File: src/design/sufdiv_pkg.sv
`timescale 1ns / 1ps

package sufdiv_pkg;

   localparam int DATA_WIDTH = 32;

   // Operation select on req_type
   localparam logic OP_SIGNED   = 1'b0;
   localparam logic OP_UNSIGNED = 1'b1;

   typedef struct packed {
      logic [DATA_WIDTH-1:0] rem;   // partial remainder
      logic [DATA_WIDTH-1:0] nq;    // dividend bits still to go, quotient bits shifted in below
      logic [DATA_WIDTH-1:0] dsr;   // divisor magnitude
      logic                  neg_a; // dividend negative (signed mode only)
      logic                  neg_b; // divisor negative (signed mode only)
   } stage_type;

endpackage

File: src/design/sufdiv_cell.sv
`timescale 1ns / 1ps

module sufdiv_cell
   import sufdiv_pkg::*;
(
   input  logic      clock,
   input  logic      reset,
   input  logic      in_valid,
   output logic      in_ready,
   input  stage_type in_data,
   output logic      out_valid,
   input  logic      out_ready,
   output stage_type out_data
);

   logic                  valid_ff;
   stage_type             data_ff;
   stage_type             data_in;
   logic [DATA_WIDTH-1:0] shifted;
   logic [DATA_WIDTH:0]   diff;

   // One restoring step: shift in the next dividend bit, trial subtract, keep or restore
   always_comb begin
      shifted = {in_data.rem[DATA_WIDTH-2:0], in_data.nq[DATA_WIDTH-1]};
      diff    = {1'b0, shifted} - {1'b0, in_data.dsr};
      data_in = in_data;
      data_in.rem = diff[DATA_WIDTH] ? shifted : diff[DATA_WIDTH-1:0];
      data_in.nq  = {in_data.nq[DATA_WIDTH-2:0], ~diff[DATA_WIDTH]};
   end

   assign in_ready  = !valid_ff || out_ready;
   assign out_valid = valid_ff;
   assign out_data  = data_ff;

   always_ff @(posedge clock) begin
      if (reset) begin
         valid_ff <= 1'b0;
      end else if (in_ready) begin
         valid_ff <= in_valid;
      end
   end

   always_ff @(posedge clock) begin
      if (in_valid && in_ready) begin
         data_ff <= data_in;
      end
   end

endmodule

File: config.mk
export PLATFORM = sky130hd
export DESIGN_NAME = sufdiv_cell
export DESIGN_NICKNAME = d
export VERILOG_FILES = /design/src/design/sufdiv_pkg.sv /design/src/design/sufdiv_cell.sv
export SDC_FILE = /design/constraint.sdc
export NUM_CORES = 1
export LEC_CHECK = 0
export BUFFER_PORTS_ARGS = -buffer_cell sky130_fd_sc_hd__buf_2
export CORE_MARGIN = 2
export CORE_UTILIZATION = 40
export DETAILED_ROUTE_END_ITERATION = 16
export PLACE_DENSITY = 0.67
export SKIP_LAST_GASP = 1
export SYNTH_ARGS = -nofsm -noshare
export SYNTH_HDL_FRONTEND = slang
export SYNTH_SLANG_ARGS = --single-unit
File: constraint.sdc
create_clock -name clock -period 7.3 [get_ports clock]
set_clock_uncertainty 0.1 [all_clocks]
set_input_delay 0.365 -clock clock [delete_from_list [all_inputs] [get_ports clock]]
set_output_delay 0.365 -clock clock [all_outputs]
set_load 0.01 [all_outputs]
==> results.toml <==
[clocking]
post_cts_resized = 0
root_buffer = "clkbuf_16"
cts_buffers = 9
cts_tree = "done"
ctsHoldBuffers = 0
clk_latency_ns = 0.34
clk_path_buf_depth = 2
clk_pin_slew_ns = 0.07
clock-sinks = 99
htreeDepth = 3
post_cts.repair.setup_buffers = 0

[pwr]
cellPowerDensity_nw_per_um2 = 219.2
finalPower_mw = 1.492
power.switching_mw = 0.4117
seqPwrFrac = 0.463
internal_power_mw = 1.081
p_leak_nw = 3.102
comb_power_share = 0.235
switching_share = 0.2759
vdd_drop_max_v = 0.00009034
pwr-share-clk = 0.302

[floorplanning]
initial_core_util = 0.4075
coreArea_um2 = 13140
dieWidth_um = 119.7
fp.dieH_um = 119.7
rows = 42
dieArea_um2 = 14330
io_pins = 202

[final_layout]
syn2layout_area_growth_pct = 27.16
drive_gt1_frac = 0.3994
num-fill-cells = 1176
fin_nets = 761

[worst_setup_path]
slowest_delay_ns = 0.61
cp-startpoint = "in_data[7]"
cp_slowest_cell = "a21oi_4"
critPathLaunchType = "primary input"
crit-reg2reg-launch = "out_valid"
crit_required_ns = 7.29
criticalPathCategory = "primary input to flop"
crit_arrival_ns = 3.77
crit_path_cell_trace = "buf_2, inv_1, ha_1, a21o_1, nor3_1, a211o_1, o21bai_4, a31oi_2, o211a_1, o31ai_4, a21oi_4, buf_4, mux2_4"
path_max_fanout = 18
worstSetupEndpointType = "flop"

[route]
wl_per_cell_um = 15.13
drt_iter0_drc = 274
via_per_inst = 5.052
drt-pass1-iter-count = 6
vias = 4082
drtAntennaViolNets = 0
wl_um = 12230
drc = 0

[grt]
grt_antenna_before_repair = 2
grt-ovfl-total = 0
grt_pass1_wl_um = 19120
grt_usage = 0.1701
grt_max_degree = 66
grt_pass1_vias = 4029

[placement]
hpwl_um = 9476
io_buffer_count = 200
gp_congestion = 0.9313

[synthesis]
synthXorXnorAreaFrac = 0.04417
synth_compound_area_frac = 0.1276
ys_ff_latch = 99
synth-edff-count = 98
synth.distinct_cells = 50
synth_top_flop_cell = "edfxtp_1"
synth_area_leaders = "edfxtp_1, ha_1, mux2_4, a21oi_1, xnor2_1"
yosysSeqAreaShare = 0.5534
synth_top_area_frac = 0.5497
synth_top_family_by_area = "compound AO/OA/AOI/OAI gates"
ys_top_cells_by_count = "edfxtp_1, inv_1, a21oi_1"
synth_fa_ha_area_frac = 0.07852
yosysMostFrequentCell = "edfxtp_1"
yosys_warnings = 0
synthMuxAreaShare = 0.08273
syn_area_per_cell_um2 = 12.57
synth-async-reset-ratio = 0
syn_nets = 561
netlist_area_um2 = 5354
synthCells = 426
yosys.area_share.simple = 0.06918
yosysTopAreaCell = "edfxtp_1"

[sta]
fin_setup_tns_ns = 0
slew_headroom = 0.4654
final-setup-viol-count = 0
clock.fmax_ghz = 0.2646
finalCritPeriodShare = 0.5177
hold_violations = 0
worst_slew_pin_slew_ns = 0.8020
maxSlewViolCount = 0
rsz0062_at_grt = "false"
finalCriticalPeriod_ns = 3.779

[run]
max_cap_violations = 0

[min_path]
min_path_type = "primary input to flop"
hp-start = "reset"

[status]
status = "completed"
[stage by stage]
stage	std cells	utilization	worst slack (ns)	hold WS (ns)	cell area, um2
after global placement	791	0.4969	3.203	0.3946	6528
after detailed placement	791	0.4969	3.121	0.4120	6528
after CTS	807	0.5180	3.473	0.05319	6805
after floorplan	426	-	3.882	0.3341	5354
after global routing	807	0.5180	3.305	0.06050	6805
final	808	0.5182	3.521	0.06547	6808
[layout by cell type, fill, tap and decap left out, types with 13 or more instances in the layout]
cell,n
ha_1,32
o21ai_0,13
a21oi_1,38
edfxtp_1,98
nor2_1,20
inv_1,44
a21o_1,13
nand3_1,13
mux2_4,26
nand2_1,19
buf_2,200
xnor2_1,21
[cell families after synthesis]
logic type,count (synthesis)
muxes,31
AOI/OAI and AO/OA,102
and+or+nand+nor,77
DFF,99
buffers and inverters,57
adders and majority gates,33
xor gates and xnor gates,27
[power groups by stage]
stage | combinational (mW) | clock, mW | sequential [mW]
after floorplan | 0.212 | 0 | 0.732
after global placement | 0.342 | 0 | 0.703
after detailed placement | 0.350 | 0 | 0.705
after CTS | 0.352 | 0.461 | 0.693
after global routing | 0.385 | 0.483 | 0.696
final | 0.350 | 0.450 | 0.692
[state kept, by name, summed over array words and instances (netlist names)]
signal,flops
out_valid,1
out_data,98
[metal layers]
| metal | GRT usage | vias to the layer above | part of all wire |
|---|---|---|---|
| met2 | 0.2779 | 178 | 0.48 |
| li1 | - | 1981 | - |
| met1 | 0.2165 | 1909 | 0.42 |
| met3 | 0.05513 | 12 | 0.085 |
| met4 | 0.04926 | 2 | 0.015 |
| met5 | 0 | - | 0.0011 |
[worst paths after layout]
path | to | slack (ns) | depth (start not counted)
min | out_valid | 0.07 | 2
max | out_data[81] | 3.52 | 13
max reg2reg | out_data[39] | 5.17 | 3
min reg2reg | out_valid | 0.42 | 2
[critical path, delay by kind of cell]
kind,cells,cell delay [ns]
AO/OA/AOI/OAI,7,1.91
buffers and inverters,3,0.60
adder cells (fa/ha/maj),1,0.35
multiplexers,1,0.34
AND/OR/NAND/NOR,1,0.21
[final cells by class]
class                           instances  area (um2)  area share
Sequential cell                        99        2963      0.4352
Multi-Input combinational cell        270        2163      0.3178
Timing Repair Buffer                  202        1016      0.1492
Clock buffer                            9       225.2     0.03308
Tap cell                              176       220.2     0.03235
Inverter                               44       165.2     0.02426
Clock inverter                          7       52.55    0.007719
Antenna cell                            1       2.502   0.0003676
Note: power is estimated with default switching activity, not from simulation.
