--- src/design/sufdiv_pkg.sv ---
`timescale 1ns / 1ps

package sufdiv_pkg;

   localparam int DATA_WIDTH = 32;

   // Operation select on req_type
   localparam logic OP_SIGNED   = 1'b0;
   localparam logic OP_UNSIGNED = 1'b1;

   typedef struct packed {
      logic [DATA_WIDTH-1:0] rem;   // partial remainder
      logic [DATA_WIDTH-1:0] nq;    // dividend bits still to go, quotient bits shifted in below
      logic [DATA_WIDTH-1:0] dsr;   // divisor magnitude
      logic                  neg_a; // dividend negative (signed mode only)
      logic                  neg_b; // divisor negative (signed mode only)
   } stage_type;

endpackage

--- src/design/sufdiv_fixup.sv ---
`timescale 1ns / 1ps

module sufdiv_fixup
   import sufdiv_pkg::*;
(
   input  logic                  clock,
   input  logic                  reset,
   input  logic                  in_valid,
   output logic                  in_ready,
   input  stage_type             in_data,
   output logic                  out_valid,
   input  logic                  out_ready,
   output logic [DATA_WIDTH-1:0] out_quotient,
   output logic [DATA_WIDTH-1:0] out_remainder
);

   logic                  valid_ff;
   logic [DATA_WIDTH-1:0] quo_ff;
   logic [DATA_WIDTH-1:0] quo_in;
   logic [DATA_WIDTH-1:0] rem_ff;
   logic [DATA_WIDTH-1:0] rem_in;
   logic [DATA_WIDTH-1:0] sub_a;
   logic [DATA_WIDTH-1:0] sub_b;
   logic                  rem_nz;
   logic                  differ;

   // Floor correction folded into one negate/decrement and one subtract:
   // -q - 1 is ~q, and -(r - d) is d - r.
   always_comb begin
      rem_nz = |in_data.rem;
      differ = in_data.neg_a ^ in_data.neg_b;
      if (!differ) begin
         quo_in = in_data.nq;
      end else if (rem_nz) begin
         quo_in = ~in_data.nq;
      end else begin
         quo_in = '0 - in_data.nq;
      end
      if (differ && rem_nz) begin
         sub_a = in_data.neg_a ? in_data.dsr : in_data.rem;
         sub_b = in_data.neg_a ? in_data.rem : in_data.dsr;
      end else begin
         sub_a = in_data.neg_a ? '0 : in_data.rem;
         sub_b = in_data.neg_a ? in_data.rem : '0;
      end
      rem_in = sub_a - sub_b;
   end

   assign in_ready      = !valid_ff || out_ready;
   assign out_valid     = valid_ff;
   assign out_quotient  = quo_ff;
   assign out_remainder = rem_ff;

   always_ff @(posedge clock) begin
      if (reset) begin
         valid_ff <= 1'b0;
      end else if (in_ready) begin
         valid_ff <= in_valid;
      end
   end

   always_ff @(posedge clock) begin
      if (in_valid && in_ready) begin
         quo_ff <= quo_in;
         rem_ff <= rem_in;
      end
   end

endmodule
--- config.mk ---
export PLATFORM = sky130hd
export DESIGN_NAME = sufdiv_fixup
export DESIGN_NICKNAME = d
export VERILOG_FILES = /design/src/design/sufdiv_pkg.sv /design/src/design/sufdiv_fixup.sv
export SDC_FILE = /design/constraint.sdc
export NUM_CORES = 1
export LEC_CHECK = 0
export BUFFER_PORTS_ARGS = -buffer_cell sky130_fd_sc_hd__clkbuf_2
export CORE_ASPECT_RATIO = 0.5
export CORE_MARGIN = 2
export CORE_UTILIZATION = 57
export CTS_CLUSTER_DIAMETER = 40
export DETAILED_ROUTE_END_ITERATION = 8
export GPL_TIMING_DRIVEN = 0
export HOLD_SLACK_MARGIN = 0.08
export PLACE_DENSITY_LB_ADDON = 0.05
export SLEW_MARGIN = 20
export SYNTH_ARGS = -nofsm -noshare
export SYNTH_HDL_FRONTEND = slang
export SYNTH_SLANG_ARGS = --single-unit
export TNS_END_PERCENT = 50
--- constraint.sdc ---
create_clock -name clock -period 10.5 [get_ports clock]
set_input_delay 2.1 -clock clock [delete_from_list [all_inputs] [get_ports clock]]
set_output_delay 2.1 -clock clock [all_outputs]
set_load 0.02 [all_outputs]
==> qor.yml, run 1 <==
antenna-diode-count: 0
synth.area.top_cells: "edfxtp_1, ha_1, a21oi_1"
clock_latency_ns: 0.34
multi_input_area_sq_um: 3290
skew_ns: 0.00512
rsz0062_at_grt: "false"
die_y_um: 73.8
fin_crit_ns: 6.26
synth_edf_count: 64
drv_cap: 0
vias: 5742
slew_violations: 0
setup_viol: 0
yosysMostFrequentCell: "a21oi_1"
worst_slack_ns: 4.24
worstPathArrival_ns: 6.35
maxSlewHeadroom: 0.549
post_cts_buffers: 0
routed_wl_mm: 15.9
num_rows: 25
path_delay_family: "compound AO/OA/AOI/OAI gates"
combPwrFrac: 0.384
slowest_stage: "a211oi_2"
hold_violations: 0
ys_ff_latch: 65
vdd_drop_max_uv: 92.7
place.gp.congestion: 0.965
async_reset_ff_frac: 0
wire_per_inst_um: 16.2
grt_pass1_wl_mm: 25.1
r2r_cells: 3
core-area_sq_um: 9450
hpwl_mm: 12.1
start_kind: "input port"
min_path_type: "flop to flop"
grtUsageTotal: 0.303
cts_root_buffer: "clkbuf_16"
r2r-start: "out_valid"
min-delay-start: "out_valid"
die_w_um: 144
tns_ns: 0
yosys-top-cells-count: "a21oi_1, edfxtp_1, nand2_1"
crit_chain: "clkbuf_2 -> nor4_1 -> nand4_1 -> o21a_1 -> clkbuf_1 -> buf_1 -> a31oi_1 -> ha_1 -> inv_1 -> fa_1 -> a21o_1 -> a221o_1 -> a211oi_2 -> o2111ai_1 -> a31oi_1 -> xnor2_1"
ant_nets: 0
fillers: 792
viasPerCell: 5.85
grt_pass1_vias: 5308
die-area_sq_um: 10600
cp.required_ns: 10.59
max_freq_mhz: 160
synth_top_cell_by_area: "edfxtp_1"
p_seq_frac: 0.331
antenna_found_initial: 0
critPathBufInv: 4
initial_core_util: 0.587
netlist_area_sq_um: 5550
drcViolationCount: 0
h-tree-depth: 3
overflow: 0
clock_path_buffers: 2
clkSinkCount: 65
critical_path_class: "input port to flop"
drt-initial-drc-count: 482
grt_max_degree: 43
yosysSeqAreaShare: 0.350
synth_nets: 798
worst_pin_slew_ns: 0.670
place_ws_ns: 4.01
worst_setup_path_end_kind: "flop"
clk_pin_slew_ns: 0.06
pin_count: 168
netSwitchingFraction: 0.362
path_max_fanout: 10
cts_resized: 0
port_buffers: 166
synthToLayoutAreaGrowth_pct: 23.8
p_sw_mw: 0.386
netlist.area_leader.share: 0.346
syn-instance-count: 663
drive_gt1_frac: 0.246
holdWs_ns: 0.547
syn_avg_cell_area_sq_um: 8.37
clkPwrFrac: 0.285
ys.flop_type: "edfxtp_1"
cts_buffers: 9
yosys_warnings: 0
cts_tree: "built"
synth_cell_type_count: 63
fin_crit_sh: 0.596
startpoint: "in_data[71]"
regArea_sq_um: 1940
holdPathStages: 2
fin_nets: 976
status: "complete, no violations"
p_per_area_nw_per_um2: 155
leakagePower_nw: 3.01
drt_pass1_iterations: 5
cpPeakStageDelay_ns: 0.47
power.internal_mw: 0.679
cts_hold_buf: 0
cp_common_cell: "a31oi_1"
critical_path_depth: 16
path summary, 6_finish.rpt:
check                                    endpoint  slack [ns]
worst min-delay path                    out_valid        0.55
worst max-delay path            out_remainder[28]        4.24
worst min register to register          out_valid        0.55
worst max register to register   out_remainder[2]        9.07
kinds of logic (layout without fill, tap and decap cells):
logic type,after synthesis,in the layout,synth area share
AO/OA/AOI/OAI,194,194,0.218
XOR/XNOR,58,58,0.0916
adder cells (fa/ha/maj),33,33,0.0758
buffers and inverters,83,266,0.0577
flip-flops,65,65,0.350
multiplexers,2,2,0.00361
AND/OR/NAND/NOR,228,228,0.203
final cells by class:
type                    count  share of cell area
clock buffers               9              0.0328
repair buffers            167               0.124
multi-input cells         515               0.479
clock inverters             7              0.0102
plain buffers              36              0.0210
well taps                 135              0.0246
inverters                  47              0.0257
flip-flops and latches     65               0.283
sequential cells by signal (all words and copies together) (netlist names):
signal	cells
out_valid	1
out_quotient	32
out_remainder	32
power groups by stage:
stage / clock, mW / sequential (mW) / combinational (mW)
2_1_floorplan: 0 / 0.408 / 0.230
3_3_place_gp: 0 / 0.358 / 0.392
3_5_place_dp: 0 / 0.358 / 0.401
4_1_cts: 0.306 / 0.353 / 0.404
5_1_grt: 0.315 / 0.356 / 0.448
6_report: 0.304 / 0.353 / 0.409
through the flow:
stage	cells	cell area [sq um]	power, mW	util
6_report	981	6860	1.07	0.727
5_1_grt	981	6860	1.12	0.727
4_1_cts	981	6860	1.06	0.727
3_5_place_dp	965	6570	0.759	0.695
3_3_place_gp	964	6550	0.750	0.693
2_1_floorplan	663	5550	0.638	-
layer usage:
layer  wire length [um]  track usage  vias up
met5                  0            0        -
met2               7540        0.537      262
li1                   -            -     2772
met1               6840        0.379     2686
met4                240       0.0828        0
met3               1300       0.0652       22
worst register-to-register path, cell delays in order, from the launching register on:
cell      delay (ns)
dfxtp_1         0.31
nand2b_1        0.11
and2_4          0.38
buf_12          0.28
cell usage in the layout, fill, tap and decap left out, types with 5 or more instances in the layout:
cell	count
o31ai_1	8
nor2_1	56
inv_1	47
xor2_1	22
ha_1	32
nor4_1	12
nor2b_1	6
xnor2_1	36
nor3_1	9
clkbuf_2	166
buf_1	6
o21ai_0	49
clkbuf_16	9
o41ai_2	5
edfxtp_1	64
nand2_1	64
a31oi_1	9
o211ai_1	5
a21oi_1	76
a21o_1	9
nand3_1	39
and3_1	6
clkbuf_1	28
nand4_1	7
(Power assumes the default switching activity.)
==> run 2: changes to the inputs <==
--- a/config.mk
+++ b/config.mk
@@ -5,10 +5,11 @@
 export SDC_FILE = /design/constraint.sdc
 export NUM_CORES = 1
 export LEC_CHECK = 0
+export ABC_AREA = 1
 export BUFFER_PORTS_ARGS = -buffer_cell sky130_fd_sc_hd__clkbuf_2
 export CORE_ASPECT_RATIO = 0.5
 export CORE_MARGIN = 2
-export CORE_UTILIZATION = 57
+export CORE_UTILIZATION = 54
 export CTS_CLUSTER_DIAMETER = 40
 export DETAILED_ROUTE_END_ITERATION = 8
 export GPL_TIMING_DRIVEN = 0
==> constraint.sdc (replaced) <==
create_clock -name clock -period 6.4 [get_ports clock]
set_input_delay 1.28 -clock clock [delete_from_list [all_inputs] [get_ports clock]]
set_output_delay 1.28 -clock clock [all_outputs]
set_load 0.02 [all_outputs]
==> run 2 against run 1 <==
- total power increased by 72%
- critical endpoint is now out_remainder[31]
- combinational power grew 70%
- clock-buffer cell count increased by 1
- final cell count increased by 36%
- sequential share of layout area shrank 3.2 points
- area after synthesis rose by 13%
- cell area up 13%
- clock power rose by 87%
- routed wire length rose by 16%
- critical path type unchanged
==> qor.yml, run 2 <==
status: "complete, no violations"
critPathBufInv: 4
h-tree-depth: 3
fin_util: 0.691
grtUsageTotal: 0.308
placed_area_sq_um: 7390
clock_latency_ns: 0.34
power.internal_mw: 1.17
power_mw: 1.84
cts_hold_buf: 0
fin_crit_sh: 0.634
crit_chain: "clkbuf_2 -> nor2_1 -> nand2_1 -> nor2_1 -> nand2_1 -> inv_1 -> nand2_2 -> nand2_2 -> clkbuf_1 -> o21ai_0 -> ha_1 -> nand2_1 -> nor3_1 -> inv_1 -> nor3_1 -> a21oi_1 -> nand3_1 -> nand2_1"
skew_ns: 0.00707
antenna-diode-count: 0
rsz0062_at_grt: "false"
grt_pass1_vias: 6555
ant_nets: 0
leakagePower_nw: 3.94
ys_ff_latch: 65
port_buffers: 166
synth_nets: 1122
yosysMostFrequentCell: "nand2_1"
clkSinkCount: 65
cts_tree: "built"
routed_wl_mm: 18.5
fin_nets: 1301
slowest_stage: "ha_1"
worstPathArrival_ns: 4.15
cts_resized: 0
netlist_area_sq_um: 6290
pin_count: 168
hold_violations: 0
drt-initial-drc-count: 483
combPwrFrac: 0.378
syn-instance-count: 987
slew_violations: 0
cpPeakStageDelay_ns: 0.42
core-area_sq_um: 11200
drcViolationCount: 0
startpoint: "in_data[97]"
yosysSeqAreaShare: 0.309
maxSlewHeadroom: 0.543
max_freq_mhz: 246
synth_top_cell_by_area: "edfxtp_1"
drv_cap: 0
vdd_drop_max_uv: 131
p_sw_mw: 0.664
die_y_um: 80.3
layout_commonest_cell: "nand2_1"
num_rows: 27
die_w_um: 157
min-delay-start: "out_valid"
ys.flop_type: "edfxtp_1"
netSwitchingFraction: 0.362
wire_per_inst_um: 13.9
initial_core_util: 0.563
synth_cell_type_count: 30
yosys_warnings: 0
min_path_type: "flop to flop"
antenna_found_initial: 0
setup_viol: 0
overflow: 0
p_seq_frac: 0.311
cts_buffers: 9
drt_pass1_iterations: 5
worst_pin_slew_ns: 0.683
syn_avg_cell_area_sq_um: 6.37
post_cts_buffers: 0
clk_pin_slew_ns: 0.06
clock_path_buffers: 2
most-common-layout-cells: "nand2_1, clkbuf_2, nor2_1"
critical_path_class: "input port to flop"
tns_ns: 0
r2r-start: "out_valid"
clkPwrFrac: 0.310
start_kind: "input port"
cp.required_ns: 6.50
async_reset_ff_frac: 0
cts_root_buffer: "clkbuf_16"
die-area_sq_um: 12600
fin_crit_ns: 4.06
viasPerCell: 5.29
p_per_area_nw_per_um2: 237
grt_max_degree: 25
hpwl_mm: 15.0
place.gp.congestion: 0.963
drive_gt1_frac: 0.176
grt_pass1_wl_mm: 30.2
yosys-top-cells-count: "nand2_1, nor2_1, inv_1"
vias: 7042
synth_edf_count: 64
worst_setup_path_end_kind: "flop"
path_delay_family: "simple AND/OR/NAND/NOR gates"
path_max_fanout: 10
synthToLayoutAreaGrowth_pct: 22.9
cp_common_cell: "nand2_1"
netlist.area_leader.share: 0.305
final_area_sq_um: 7730
synth.area.top_cells: "edfxtp_1, nand2_1, nor2_1"
-- run 2: final cells by class --
cell class,instances,area [sq um]
clock buffers,10,229
well taps,159,199
plain buffers,27,164
multi-input cells,794,3820
flip-flops and latches,65,1940
fillers,1026,3450
repair buffers,168,886
clock inverters,6,115
inverters,101,379
-- run 2: per-stage QoR --
step | hold WS, ns | worst slack [ns] | instances
3_5_place_dp | 0.537 | 2.05 | 1314
2_1_floorplan | 0.705 | 1.46 | 987
5_1_grt | 0.571 | 2.06 | 1330
6_report | 0.537 | 2.34 | 1330
4_1_cts | 0.544 | 2.40 | 1330
3_3_place_gp | 0.477 | 0.230 | 1312
-- run 2: worst reg2reg max path, stage by stage, from the launching register on --
cell and delay, ns:
dfxtp_1 0.34, a21oi_4 0.58, buf_16 0.26, buf_16 0.20
-- run 2: cells by family (layout without fill, tap and decap cells) --
| kind of cell | after synthesis | after routing | share of synthesized area |
|---|---|---|---|
| AOI/OAI and AO/OA | 148 | 148 | 0.124 |
| and+or+nand+nor | 580 | 580 | 0.365 |
| xor gates and xnor gates | 33 | 33 | 0.0489 |
| buffers and inverters | 128 | 312 | 0.0863 |
| DFF | 65 | 65 | 0.309 |
| adders and majority gates | 33 | 33 | 0.0668 |
-- run 2: power by group through the flow --
| stage | Clock [mW] | Combinational [mW] | Sequential [mW] |
|---|---|---|---|
| after floorplan | 0 | 0.388 | 0.658 |
| after global placement | 0 | 0.665 | 0.582 |
| after detailed placement | 0 | 0.681 | 0.580 |
| after CTS | 0.578 | 0.686 | 0.572 |
| after global routing | 0.594 | 0.777 | 0.577 |
| final | 0.570 | 0.695 | 0.572 |
-- run 2: path summary, 6_finish.rpt --
check / to / cells past startpoint / slack (ns)
setup / recovery: out_remainder[31] / 18 / 2.34
hold / removal: out_valid / 2 / 0.54
hold reg to reg: out_valid / 2 / 0.54
setup reg to reg: out_remainder[25] / 3 / 4.71
-- run 2: metal layers --
layer | up-vias | share of wire | global-route usage | routed length, um
li1 | 3553 | - | - | -
met1 | 3146 | 0.42 | 0.373 | 7860
met2 | 306 | 0.47 | 0.557 | 8720
met3 | 37 | 0.086 | 0.0658 | 1590
met4 | 0 | 0.020 | 0.0917 | 363
met5 | - | 0 | 0 | 0
==> run 3: changes to the inputs <==
==> constraint.sdc (replaced) <==
create_clock -name clock -period 4 [get_ports clock]
set_input_delay 0.8 -clock clock [delete_from_list [all_inputs] [get_ports clock]]
set_output_delay 0.8 -clock clock [all_outputs]
set_load 0.02 [all_outputs]
==> run 3 against run 2 <==
- clock-buffer cell count unchanged
- highest routed layer unchanged
- flip-flop and latch count did not move
- largest power group unchanged
- critical path depth stayed put
==> qor.yml, run 3 (synthesis results as in run 2) <==
drive_gt1_frac: 0.176
vias: 7091
final_area_sq_um: 7730
core-area_sq_um: 11200
h-tree-depth: 3
cp_common_cell: "nand2_1"
slowest_stage: "ha_1"
overflow: 0
vdd_drop_max_uv: 232
worst_slack_ns: 0.391
max_freq_mhz: 277
crit_chain: "clkbuf_2 -> nor2_1 -> nand2_1 -> nor2_1 -> nand2_1 -> inv_1 -> nand2_2 -> nand2_2 -> clkbuf_1 -> o21ai_0 -> ha_1 -> nand2_1 -> nor2_1 -> inv_1 -> nor3_1 -> nand3_1 -> nand4_1 -> nand2_1"
layout_commonest_cell: "nand2_1"
die_w_um: 157
viasPerCell: 5.33
setup_viol: 0
wire_per_inst_um: 14.1
holdWs_ns: 0.559
routed_wl_mm: 18.7
cts_root_buffer: "clkbuf_16"
slew_violations: 0
num_rows: 27
most-common-layout-cells: "nand2_1, clkbuf_2, nor2_1"
fillers: 999
fin_util: 0.692
status: "complete, no violations"
clkPwrFrac: 0.312
die_y_um: 80.3
cts_hold_buf: 0
initial_core_util: 0.563
drt-initial-drc-count: 502
grt_pass1_vias: 6732
final_cell_count_no_fill: 1330
synthToLayoutAreaGrowth_pct: 22.9
critical_path_class: "input port to flop"
cts_resized: 0
netSwitchingFraction: 0.363
pin_count: 168
p_sw_mw: 1.07
worst_pin_slew_ns: 0.653
power.internal_mw: 1.87
ant_nets: 0
place_inst: 1314
power_mw: 2.94
placed_area_sq_um: 7390
min_path_type: "flop to flop"
cp.required_ns: 4.08
fin_crit_ns: 3.61
p_seq_frac: 0.310
grt_pass1_wl_mm: 30.4
grt_max_degree: 27
cts_buffers: 9
skew_ns: 0.00674
worst_setup_path_end_kind: "flop"
place.gp.congestion: 0.965
cpPeakStageDelay_ns: 0.41
path_max_fanout: 10
drv_cap: 0
leakagePower_nw: 3.94
fin_nets: 1301
die-area_sq_um: 12600
hpwl_mm: 15.2
clock_path_buffers: 2
fin_crit_sh: 0.902
clock_latency_ns: 0.34
start_kind: "input port"
drcViolationCount: 0
worstPathArrival_ns: 3.69
maxSlewHeadroom: 0.564
hold_violations: 0
clkSinkCount: 65
cts_tree: "built"
antenna_found_initial: 0
post_cts_buffers: 0
rsz0062_at_grt: "false"
ff2ff_setup_slack_ns: 2.53
combPwrFrac: 0.378
clk_pin_slew_ns: 0.05
tns_ns: 0
p_per_area_nw_per_um2: 381
port_buffers: 166
grtUsageTotal: 0.308
antenna-diode-count: 0
place_ws_ns: 0.119
drt_pass1_iterations: 5
run 3: cell type report:
cell class                 count  area, sq um  share of cell area
multi-input combinational    794         3820               0.494
sequential                    65         1940               0.251
timing repair buffer         168          886               0.115
inverter                     101          379              0.0490
clock buffer                  10          229              0.0296
tap                          159          199              0.0257
buffer                        27          164              0.0212
clock inverter                 6          116              0.0150
run 3: worst max-delay path: cells and delay by family:
family	cells	cell delay, ns
simple gates	12	1.67
buf+inv	4	0.61
fa+ha+maj	1	0.41
compound gates	1	0.20
run 3: per-layer routing:
metal / track usage / share of wire / vias to the layer above
li1: - / - / 3554
met1: 0.368 / 0.43 / 3194
met2: 0.558 / 0.46 / 298
met3: 0.0594 / 0.073 / 45
met4: 0.112 / 0.028 / 0
met5: 0 / 0 / -
run 3: path summary, 6_finish.rpt:
| path | from | to | cells past startpoint |
|---|---|---|---|
| worst min register to register | out_valid | out_valid | 2 |
| worst max-delay path | in_data[84] | out_remainder[24] | 18 |
| worst max register to register | out_valid | out_remainder[28] | 2 |
| worst min-delay path | out_valid | out_valid | 2 |
run 3: power groups by stage:
stage / sequential, mW / combinational [mW] / clock (mW)
finish: 0.913 / 1.11 / 0.918
global route: 0.921 / 1.24 / 0.950
CTS: 0.914 / 1.10 / 0.928
detailed placement: 0.928 / 1.09 / 0
global placement: 0.928 / 1.06 / 0
floorplan: 1.05 / 0.622 / 0
